[src/rtl/dqm_pkg.sv]
`timescale 1ns / 1ps
// ----------------------------------------------------------------------------
// dqm_pkg
// Shared codes, field widths and control structs of the descriptor queue
// manager.
// ----------------------------------------------------------------------------
package dqm_pkg;

  // field widths
  localparam int ADDR_W = 32;
  localparam int HINT_W = 5;
  localparam int CNT_W  = 13;
  localparam int QNUM_W = 6;
  localparam int WORD_W = 32;

  // fixed constants
  localparam logic [ADDR_W-1:0] LOW_MASK  = 32'h0000_001F;
  localparam int                MIN_LOG   = 5;
  localparam logic [CNT_W-1:0]  COUNT_MAX = 13'h1FFF;

  // operation codes
  localparam logic [1:0] OP_PUSH = 2'd0;
  localparam logic [1:0] OP_POP  = 2'd1;
  localparam logic [1:0] OP_PEND = 2'd2;
  localparam logic [1:0] OP_NOP  = 2'd3;

  // configuration register indexes
  localparam logic [1:0] CFG_REGION_BASE = 2'd0;
  localparam logic [1:0] CFG_SIZE_CODE   = 2'd1;
  localparam logic [1:0] CFG_COUNT_CODE  = 2'd2;

  // shared adder request
  typedef struct packed {
    logic [ADDR_W-1:0] a;
    logic [ADDR_W-1:0] b;
    logic              sub;
  } alu_req_t;

  // queue table write strobes
  typedef struct packed {
    logic head;
    logic tail;
    logic cnt;
    logic ne_set;
    logic ne_clr;
  } qt_we_t;

endpackage

[src/rtl/dqm_alu.sv]
`timescale 1ns / 1ps
// ----------------------------------------------------------------------------
// dqm_alu
// Shared 32-bit add/subtract unit used for address offset, address rebuild
// and entry count updates.
// ----------------------------------------------------------------------------
module dqm_alu import dqm_pkg::*; (
  input  alu_req_t          req,
  output logic [ADDR_W-1:0] sum,
  output logic              borrow
);

  logic [ADDR_W:0]   full_sum;
  logic [ADDR_W-1:0] b_op;

  // subtract as a + ~b + 1
  always_comb begin
    b_op     = req.sub ? ~req.b : req.b;
    full_sum = {1'b0, req.a} + {1'b0, b_op} + {{ADDR_W{1'b0}}, req.sub};
    sum      = full_sum[ADDR_W-1:0];
    borrow   = req.sub & ~full_sum[ADDR_W];
  end

endmodule

[config.mk]
export PLATFORM = sky130hd
export DESIGN_NAME = dqm_alu
export DESIGN_NICKNAME = d
export VERILOG_FILES = /design/src/rtl/dqm_pkg.sv /design/src/rtl/dqm_alu.sv
export SDC_FILE = /design/constraint.sdc
export NUM_CORES = 1
export LEC_CHECK = 0
export ABC_AREA = 1
export BUFFER_PORTS_ARGS = -buffer_cell sky130_fd_sc_hd__buf_2
export CAP_MARGIN = 20
export CORE_UTILIZATION = 52
export DETAILED_ROUTE_END_ITERATION = 7
export PLACE_DENSITY = 0.84
export SLEW_MARGIN = 20
export SYNTH_ARGS = -nofsm -noshare
export SYNTH_HDL_FRONTEND = slang
export SYNTH_SLANG_ARGS = --single-unit
[constraint.sdc]
create_clock -name vclk -period 2.91
set_input_delay 0.4365 -clock vclk [all_inputs]
set_output_delay 0.4365 -clock vclk [all_outputs]
set_load 0.01 [all_outputs]
# Word-level counts from Yosys, hierarchy flattened
# Index checks and enable logic that the tools add are counted.
# word_totals
ff_bits	0
inputBits	65
elab_cells	6
# classes
add_sub_neg	2
n_mux	1
n_bitwise	3
# ops
cell	count
32-bit by 32-bit adder with 33-bit output	1
33-bit by 1-bit adder with 33-bit output	1
32-bit 2-to-1 mux	1
32-bit inverter	1
1-bit AND	1
1-bit inverter	1

# Longest topological paths before layout
# logic_depth
ltp_word	6
depth_mapped	16
ltp_nobuf	15

# Worst setup path before layout
# OpenSTA, ideal clock, no wires.
# synth_path
path_kind	input -> output
from	input port req[0] (netlist name)
to	output port borrow
arrival_time_ns	2.096
t_required_ns	2.474
slack_ns	0.377
path_stages	11
n_path_buf	2
cell_sequence	buf_4 buf_2 xor2_1 ha_1 a21oi_1 o21ai_1 nand2_1 nand2_1 nand2_1 nand3_1 a21oi_1
# synth_via
elab_chain_cells	5
# synth_lines
element	line	text
start: declaration	dqm_alu.sv:8	input alu_req_t req,
32-bit 2-to-1 mux	dqm_alu.sv:18	b_op = req.sub ? ~req.b : req.b;
32-bit by 32-bit adder with 33-bit output	dqm_alu.sv:19	full_sum = {1'b0, req.a} + {1'b0, b_op} + {{ADDR_W{1'b0}}, req.sub};
33-bit by 1-bit adder with 33-bit output	dqm_alu.sv:19	
1-bit inverter	dqm_alu.sv:21	borrow = req.sub & ~full_sum[ADDR_W];
1-bit AND (*)	dqm_alu.sv:21	
end: declaration	dqm_alu.sv:10	output logic borrow
# Every way passes the cells marked *; elsewhere a longest branch is shown, timed or not.

# Final worst setup path
# layout_path
from	input port req[0] (netlist name)
to	output port sum[25]
# layout_via
elab_chain_cells	3
# layout_lines
element	line	text
32-bit 2-to-1 mux	dqm_alu.sv:18	
32-bit by 32-bit adder with 33-bit output	dqm_alu.sv:19	
33-bit by 1-bit adder with 33-bit output (*)	dqm_alu.sv:19	
end: declaration	dqm_alu.sv:9	output logic [ADDR_W-1:0] sum,
# Marks and branches as above.

==> reports/qor.csv <==
metric,value,unit
drc,0,
ant_nets,0,
post-route-min-period,2.83,ns
crit_arrival,2.40,ns
busiest_layer,met2,
ir_drop,237,uV
status,"finished, final reports clean",
worstMarginPinSlew,0.362,ns
required,2.47,ns
stdcell_count,636,
die_w,71.6,microns
final_cell_mix,"nand2_1, buf_2, inv_1",
netlist_area,0.00252,sq mm
met2_usage,52.0,%
grt_first_pass_wirelength,12700,microns
initial_core_util,55.9,%
initialDrtViolationCount,239,
setup_violations,0,
ys_types,24,
gp_congestion,0.960,
fillers,407,
p_total,1090,uW
die_h,71.6,microns
drv_cap,0,
overflow,0,
syn_nets,576,
die_area,0.00513,sq mm
seq_area,0,sq um
crit_path_max_fanout,10,
n_antenna_cell,0,
layout_commonest_cell,nand2_1,
max_stage_delay,0.36,ns
whs_path_depth,3,
cp-startpoint,req[0],
grtUsageMet3,0.844,%
finalHoldViolCount,0,
ioPinCount,98,
max_slew_margin,75.6,%
cpMostUsedCell,nand2_1,
slew_viol_final,0,
min_path_type,primary input to output pin,
row_count,24,
wirelength,8490,microns
grt.met1_usage,44.4,%
via_per_inst,5.24,
vias,3331,
io_buffers,98,
fmax,353,MHz
criticalPathCategory,primary input to output pin,
crit_path_cell_trace,buf_4 > clkbuf_16 > xor2_1 > ha_1 > nand2_2 > inv_1 > nor2_1 > a21oi_4 > nand2_1 > nand2_2 > nand2_1 > nand2_1 > nand2_1 > nand2_1 > buf_2,
leakagePower,0.00204,uW
period_share,97.3,%
worstSetupStartpointType,primary input,
ys_seq_area_share,0,%
drive_gt1_share,26.4,%
dr.pass1.iters,5,
grt_usage,30.6,%
seq_cells,0,
power_per_cell_area,329,mW/mm^2
core_area,0.00450,sq mm
synth-warning-count,0,
min-delay-start,req[33],
wl_per_cell,13.4,microns
grt_pass1_vias,2860,
slowest_stage,ha_1,
netlist_instances,479,
place_inst,629,
n_clock_buffer,0,
grt_max_degree,21,
end_kind,output pin,
fin_nets,683,
area.growth.synth_to_final,31.2,%
antenna_found_initial,0,
min_to,sum[0],
avgSynthCellArea,5.26,sq um
detailed_place_hpwl,6950,microns
[worst max-delay path: cells and delay by family]
family | cells | cell delay, ns
AOI/OAI and AO/OA | 1 | 0.08
xor gates and xnor gates | 1 | 0.16
adders and majority gates | 1 | 0.36
buffers and inverters | 4 | 0.54
and+or+nand+nor | 8 | 0.81
[synthesized netlist by cell type]
| master | number | area share [%] |
|---|---|---|
| nand2_1 | 162 | 24 |
| inv_1 | 88 | 13 |
| nor2_1 | 46 | 6.9 |
| xor2_1 | 44 | 15 |
| a21oi_1 | 33 | 6.6 |
| ha_1 | 31 | 15 |
| nand3_1 | 24 | 4.8 |
| o21ai_0 | 15 | 3.0 |
| nand2_2 | 8 | 2.0 |
| nand3_2 | 4 | 1.6 |
| o21bai_1 | 4 | 1.2 |
| buf_2 | 3 | 0.60 |
| nor3_1 | 3 | 0.60 |
| xnor2_1 | 3 | 1.0 |
| nor3_2 | 2 | 0.79 |
| a211oi_1 | 1 | 0.30 |
| a21oi_2 | 1 | 0.35 |
| and2_4 | 1 | 0.35 |
| buf_4 | 1 | 0.30 |
| fa_1 | 1 | 0.79 |
| nand3b_1 | 1 | 0.30 |
| nand4_1 | 1 | 0.25 |
| o211ai_1 | 1 | 0.30 |
| o21ai_1 | 1 | 0.20 |
[per-stage QoR]
stage / instance area, sq um / hold WS [ns] / utilization, % / TNS, ns / worst slack [ns]
finish: 3310 / 1.17 / 73.4 / 0 / 0.0773
global route: 3310 / 1.18 / 73.4 / -0.162 / -0.0784
CTS: 3100 / 1.16 / 68.7 / 0 / 0.0513
detailed placement: 3100 / 1.16 / 68.7 / 0 / 0.0535
global placement: 3100 / 1.15 / 68.7 / 0 / 0.110
floorplan: 2520 / 0.949 / - / 0 / 0.377
[power breakdown]
part / switching, uW / internal (uW) / total [uW]
clock: 0 / 0 / 0
combinational: 659 / 428 / 1090
sequential: 0 / 0 / 0
[per-layer routing]
layer	vias up	routed length, microns	part of all wire, %
li1	1702	-	-
met1	1467	3800	45
met2	152	3910	46
met3	10	671	7.9
met4	0	112	1.3
met5	-	0	0
[cell families after synthesis]
group | synth area share [%]
xor+xnor | 16.3
fa+ha+maj | 16.2
simple gates | 41.6
compound gates | 11.9
buf+inv | 14.0
[cell type report]
type	instances	area, sq um	area share [%]
inverters	88	330	9.99
multi-input cells	387	2300	69.6
well taps	52	65.1	1.97
repair buffers	109	609	18.4
[repair_timing]
action / CTS / global route
endpoints found under the setup margin: 0 / 19
resized for setup: 0 / 38
hold buffers: 0 / 0
buffers inserted: 0 / 6
[how the worst max path moves through the flow]
stage	end	slack (ns)	cells past startpoint
3_5_place_dp	sum[25]	0.05	15
5_1_grt	sum[31]	-0.08	13
6_report	sum[25]	0.08	15
2_1_floorplan	borrow	0.38	11
3_3_place_gp	sum[25]	0.11	15
4_1_cts	sum[25]	0.05	15
(Power assumes the default switching activity.)
