**src/rtl/dqm_pkg.sv**
```systemverilog
`timescale 1ns / 1ps
// ----------------------------------------------------------------------------
// dqm_pkg
// Shared codes, field widths and control structs of the descriptor queue
// manager.
// ----------------------------------------------------------------------------
package dqm_pkg;

  // field widths
  localparam int ADDR_W = 32;
  localparam int HINT_W = 5;
  localparam int CNT_W  = 13;
  localparam int QNUM_W = 6;
  localparam int WORD_W = 32;

  // fixed constants
  localparam logic [ADDR_W-1:0] LOW_MASK  = 32'h0000_001F;
  localparam int                MIN_LOG   = 5;
  localparam logic [CNT_W-1:0]  COUNT_MAX = 13'h1FFF;

  // operation codes
  localparam logic [1:0] OP_PUSH = 2'd0;
  localparam logic [1:0] OP_POP  = 2'd1;
  localparam logic [1:0] OP_PEND = 2'd2;
  localparam logic [1:0] OP_NOP  = 2'd3;

  // configuration register indexes
  localparam logic [1:0] CFG_REGION_BASE = 2'd0;
  localparam logic [1:0] CFG_SIZE_CODE   = 2'd1;
  localparam logic [1:0] CFG_COUNT_CODE  = 2'd2;

  // shared adder request
  typedef struct packed {
    logic [ADDR_W-1:0] a;
    logic [ADDR_W-1:0] b;
    logic              sub;
  } alu_req_t;

  // queue table write strobes
  typedef struct packed {
    logic head;
    logic tail;
    logic cnt;
    logic ne_set;
    logic ne_clr;
  } qt_we_t;

endpackage

```
**src/rtl/dqm_qtable.sv**
```systemverilog
`timescale 1ns / 1ps
// ----------------------------------------------------------------------------
// dqm_qtable
// Per-queue head, tail and entry count memories plus the non-empty flags.
// A queue whose flag is clear reads as empty whatever the memories hold.
// ----------------------------------------------------------------------------
module dqm_qtable import dqm_pkg::*; #(
  parameter int NUM_QUEUES = 64,
  parameter int IDX_W      = 12,
  parameter int QW         = 6
) (
  input  logic                  clk,
  input  logic                  rst_n,
  input  logic                  rd_en,
  input  logic [QW-1:0]         rd_addr,
  output logic [IDX_W-1:0]      rd_head,
  output logic [IDX_W-1:0]      rd_tail,
  output logic [CNT_W-1:0]      rd_cnt,
  input  qt_we_t                we,
  input  logic [QW-1:0]         wr_addr,
  input  logic [IDX_W-1:0]      wr_head,
  input  logic [IDX_W-1:0]      wr_tail,
  input  logic [CNT_W-1:0]      wr_cnt,
  output logic [NUM_QUEUES-1:0] ne
);

  logic [IDX_W-1:0] head_mem [NUM_QUEUES];
  logic [IDX_W-1:0] tail_mem [NUM_QUEUES];
  logic [CNT_W-1:0] cnt_mem  [NUM_QUEUES];
  logic [NUM_QUEUES-1:0] ne_r;
  logic [NUM_QUEUES-1:0] ne_nxt;

  // memory writes
  always_ff @(posedge clk) begin
    if (we.head) begin
      head_mem[wr_addr] <= wr_head;
    end
    if (we.tail) begin
      tail_mem[wr_addr] <= wr_tail;
    end
    if (we.cnt) begin
      cnt_mem[wr_addr] <= wr_cnt;
    end
  end

  // registered reads
  always_ff @(posedge clk) begin
    if (rd_en) begin
      rd_head <= head_mem[rd_addr];
      rd_tail <= tail_mem[rd_addr];
      rd_cnt  <= cnt_mem[rd_addr];
    end
  end

  // non-empty flags
  always_comb begin
    ne_nxt = ne_r;
    if (we.ne_set) begin
      ne_nxt[wr_addr] = 1'b1;
    end
    if (we.ne_clr) begin
      ne_nxt[wr_addr] = 1'b0;
    end
  end

  always_ff @(posedge clk) begin
    if (!rst_n) begin
      ne_r <= '0;
    end else begin
      ne_r <= ne_nxt;
    end
  end

  assign ne = ne_r;

endmodule

```
**config.mk**
```make
export PLATFORM = sky130hd
export DESIGN_NAME = dqm_qtable
export DESIGN_NICKNAME = d
export VERILOG_FILES = /design/src/rtl/dqm_pkg.sv /design/src/rtl/dqm_qtable.sv
export SDC_FILE = /design/constraint.sdc
export NUM_CORES = 2
export LEC_CHECK = 0
export BUFFER_PORTS_ARGS = -buffer_cell sky130_fd_sc_hd__clkbuf_2
export CAP_MARGIN = 40
export CORE_ASPECT_RATIO = 0.6
export CORE_MARGIN = 10
export CORE_UTILIZATION = 32
export DETAILED_ROUTE_END_ITERATION = 16
export PLACE_DENSITY = 0.45
export SLEW_MARGIN = 15
export SYNTH_ARGS = -nofsm -noshare
export SYNTH_HDL_FRONTEND = slang
export SYNTH_SLANG_ARGS = --single-unit
```
**constraint.sdc**
```tcl
create_clock -name clk -period 3.4 [get_ports clk]
set_input_delay 0.17 -clock clk [delete_from_list [all_inputs] [get_ports clk]]
set_output_delay 0.17 -clock clk [all_outputs]
set_load 0.1 [all_outputs]
```
; Word level (Yosys, flattened, before mapping)
; Memory sizes are Yosys's and may differ from the RTL's. A register that Yosys moved wholly into a read port is not among the register bits.
; Index checks and enable logic that the tools add are counted.
[word_totals]
regBits = 64
ram_bits = 2368
input_bits = 57
output_inout_bits = 101
wordCells = 20
n_memories = 3
[op_classes]
magnitude_cmp = 2
muxes = 10
n_bitwise = 3
n_reduce_logical = 1
[memory_table]
columns = name, depth, word_bits, read_ports, rd_ports_with_merged_regs, write_ports, line
row1 = cnt_mem, 64, 13, 1, 1, 1, dqm_qtable.sv:29  ; logic [CNT_W-1:0] cnt_mem [NUM_QUEUES];
row2 = head_mem, 64, 12, 1, 1, 1, dqm_qtable.sv:27  ; logic [IDX_W-1:0] head_mem [NUM_QUEUES];
row3 = tail_mem, 64, 12, 1, 1, 1, dqm_qtable.sv:28  ; logic [IDX_W-1:0] tail_mem [NUM_QUEUES];
[ops]
columns = operator, n
row1 = two-way mux 64 bit, 2
row2 = bitwise AND 64 bit, 1
row3 = NOT 64 bit, 1
row4 = bitwise OR 64 bit, 1
row5 = "< comparator 6 x 7 -> 1 bit, second input constant", 1
row6 = two-way mux 1 bit, 7
row7 = demux 1 bit (select 6 bit), 1
row8 = ">= comparator 6 x 1 -> 1 bit, second input constant", 1
row9 = logical AND 1 bit, 1

; Depth between registers and ports, before layout
[depth]
depth_word = 8
mapped_depth = 10
ltp_nobuf = 5

; Worst setup path before layout
; Ideal clock, no wire load.
[synth_timing]
kind = input to register
startpoint = input port rd_addr[0]
endpoint = register rd_tail[0], read port of tail_mem (data pin)
setup_time_ns = 0.255
t_arrival_ns = 1.775
t_required_ns = 3.145
slack_ns = 1.370
stages = 8
n_path_buf = 4
path_cell_list = buf_4 -> buf_12 -> buf_4 -> buf_2 -> mux4_2 -> nand2_1 -> nand4_1 -> and3_1
[synth_lines]
columns = element, line
row1 = start: declaration, dqm_qtable.sv:15  ; input logic [QW-1:0] rd_addr,
row2 = end: declaration, dqm_qtable.sv:17  ; output logic [IDX_W-1:0] rd_tail,

==> impl_metrics.ini <==
[clock_tree]
cts_sinks = 2469
clock_latency_ns = 0.89
cts_tree = built
tritoncts.num_buffers = 234
path_clk_slew_ns = 0.07
cts_root_buf = sky130_fd_sc_hd__clkbuf_16
ctsHtreeMaxLevel = 4
cts_max_path_buffers = 4
cts-resized-gates = 0

[min_path]
hold_path_class = in -> reg

[grt]
grtUsageMet1 = 0.284
overflow = 0
grt_pass1_vias = 48500
gr-usage-all-layers = 0.183
grt.met3_usage = 0.0331
use_met2 = 0.267
first_pass_grt_wire_length_mm = 415
number_of_antenna_violations_at_the_first_check_in_global_routing = 31
busiest_layer = met1
grt_max_degree = 86

[worst_setup_path]
critPathArrivalTime_ns = 3.21
worstPathMaxFanout = 8
criticalPathCategory = in -> reg
required_ns = 4.04
crit_family = buffers and inverters
crit_chain = dlygate4sd3_1 > clkbuf_2 > buf_4 > or3b_2 > o22ai_1 > a211o_1 > o21ai_0 > buf_4 > o221a_2
critPathLaunchType = input pin
r2r_setup_slack_ns = 1.09
critical_path.slowest_cell = sky130_fd_sc_hd__or3b_2
critPathMaxStageDelay_ns = 0.65
worstSetupEndpointType = register
worst_path_buffer_plus_inverter_count = 4
crit_path_frequent_cell = sky130_fd_sc_hd__buf_4

[place]
post-place-ws_ns = 0.209
gp_routability_congestion = 0.764
io_buffer_count = 157
place_area_sq_um = 104000
hpwlAfterDp_mm = 199

[cells_and_area]
area_overhead_of_the_layout_relative_to_synthesis_pct = 17.5
nNetsFinal = 5197
mostFrequentLayoutCells = sky130_fd_sc_hd__edfxtp_1, sky130_fd_sc_hd__mux4_2, sky130_fd_sc_hd__buf_4, sky130_fd_sc_hd__clkbuf_16, sky130_fd_sc_hd__and2_1
layout.cells.most_common = sky130_fd_sc_hd__edfxtp_1
filler_cell_count = 26700
stdcell_area_sq_um = 111000
post_route_cells_drive_above_1_share = 0.300

[yosys]
syn_area_per_cell_sq_um = 21.2
synth.lib_cells_used.distinct = 38
number_of_enable_flip_flop_cells_after_synthesis = 2405
synth_nets = 4521
synth.ff_latch_count = 2469
ys_warn_count = 0
yosysSeqAreaShare = 0.775
async_set_or_reset_register_ratio_after_synthesis = 0
synth_ff_type = sky130_fd_sc_hd__edfxtp_1
post_synth_inst_count = 4464
post_synth_instance_area_sq_um = 94800

[drt]
detail_route.first_pass.iterations = 5
routed-via-count = 49000
totalWireLength_mm = 300
mean_routed_wirelength_per_cell_um = 32.5
drtIter0Drc = 5649
remaining_drc_errors = 0
ant_nets = 0
via_per_inst = 5.31

[power]
static-leakage-power_nw = 35.5
max_rail_drop_vdd_mv = 0.392
power.density_cell_area_nw_per_um2 = 562

[sta]
setup-violations-final = 0
setup_total_negative_slack_ns = 0
rsz_0062_raised_after_global_routing = false
hold_viol_final = 0
clock-skew-final_ns = 0.0620
maxSlewHeadroom = 0.377
achievable-frequency_ghz = 0.389
final_min_period_over_clock_period = 0.757
worstMarginPinSlew_ns = 0.931
layout_setup_ws_ns = 0.828
post-route-min-period_ns = 2.57
slew_violations = 0

[floorplan]
placeableCoreArea_sq_um = 294000
die_h_um = 442
io-pin-count = 158
floorplan.initialDensity = 0.322
std_cell_rows = 154
floorplan.die.width_um = 723
dieArea_sq_um = 319000

[outcome]
outcome = finished clean

[job]
timing.max_cap.violations = 0
-- cell families after synthesis --
logic type / share of synthesized area
muxes: 0.143
buffers and inverters: 0.0158
and+or+nand+nor: 0.0327
AOI/OAI and AO/OA: 0.0338
DFF: 0.775
-- metal layers --
metal  routed length [um]  share of wire
met1               143000           0.48
met2               131000           0.44
met3                20600          0.069
met4                 5600          0.019
met5                    0              0
-- worst paths after layout --
path                        start              to  cells past startpoint
hold reg to reg            ne[12]          ne[12]                      2
setup / recovery       rd_addr[5]      rd_cnt[11]                      9
setup reg to reg  head_mem[55][0]      rd_head[0]                      5
hold / removal          wr_cnt[8]  cnt_mem[62][8]                      1
-- worst register-to-register path, delay by kind of cell (launching register included) --
| kind | cells | cell delay (ns) |
|---|---|---|
| AOI/OAI and AO/OA | 2 | 0.86 |
| DFF | 1 | 0.37 |
| buffers and inverters | 1 | 0.21 |
| and+or+nand+nor | 1 | 0.14 |
| muxes | 1 | 0.47 |
-- repair_timing --
item                                   in CTS  in global routing
hold buffers                               38                  3
endpoints found under the hold margin    1046                 98
setup buffers                               0                  0
-- synthesized netlist by cell type (13+ instances only) --
cell	number	area, sq um
sky130_fd_sc_hd__clkbuf_1	141	529
sky130_fd_sc_hd__o221ai_1	48	420
sky130_fd_sc_hd__nand3_1	78	390
sky130_fd_sc_hd__o21ai_0	26	130
sky130_fd_sc_hd__mux2_2	43	484
sky130_fd_sc_hd__a22oi_1	76	571
sky130_fd_sc_hd__mux4_2	528	11900
sky130_fd_sc_hd__nand2_1	82	308
sky130_fd_sc_hd__nand4_1	40	250
sky130_fd_sc_hd__a21oi_1	73	365
sky130_fd_sc_hd__o22ai_1	69	432
sky130_fd_sc_hd__o221a_2	17	191
sky130_fd_sc_hd__edfxtp_1	2405	72200
sky130_fd_sc_hd__a311oi_1	20	175
sky130_fd_sc_hd__buf_2	65	325
sky130_fd_sc_hd__and2_1	194	1210
sky130_fd_sc_hd__buf_1	19	71.3
sky130_fd_sc_hd__and3_1	20	125
sky130_fd_sc_hd__buf_4	37	278
sky130_fd_sc_hd__a211oi_1	97	728
sky130_fd_sc_hd__buf_6	13	146
sky130_fd_sc_hd__nor2b_1	37	231
sky130_fd_sc_hd__dfxtp_1	64	1280
sky130_fd_sc_hd__nor2_1	89	334
sky130_fd_sc_hd__mux2i_1	117	1170
-- registers in the layout, indices dropped and copies added, names as in the netlist --
| signal | flops |
|---|---|
| rd_cnt | 13 |
| rd_head | 12 |
| rd_tail | 12 |
| cnt_mem | 832 |
| head_mem | 768 |
| tail_mem | 768 |
| ne | 64 |
-- per-stage QoR --
stage	utilization	power, mW	std cells	hold WS, ns
final	0.379	62.6	9227	0.0446
after CTS	0.378	63.3	9206	0.00995
after global placement	0.351	38.3	8730	0.512
after detailed placement	0.353	38.4	8754	0.518
after global routing	0.379	64.7	9218	0.0451
after floorplan	-	36.4	4464	0.269
-- final cells by class --
type                       instances  area [sq um]  area share
multi-input combinational       1711         19900       0.179
clock buffer                     280          6090      0.0547
antenna                            9          22.5    0.000202
timing repair buffer             723          6130      0.0551
tap                             3900          4880      0.0438
clock inverter                   134           897     0.00805
sequential                      2469         73500       0.660
inverter                           1          3.75   0.0000337
-- power by group --
part | total, mW | switching, mW | leakage (nW) | internal [mW]
clock network | 24.9 | 11.5 | 3.41 | 13.4
registers | 33.7 | 0.111 | 22.2 | 33.6
logic | 3.94 | 2.63 | 9.92 | 1.32
Note: power is estimated with default switching activity, not from simulation.
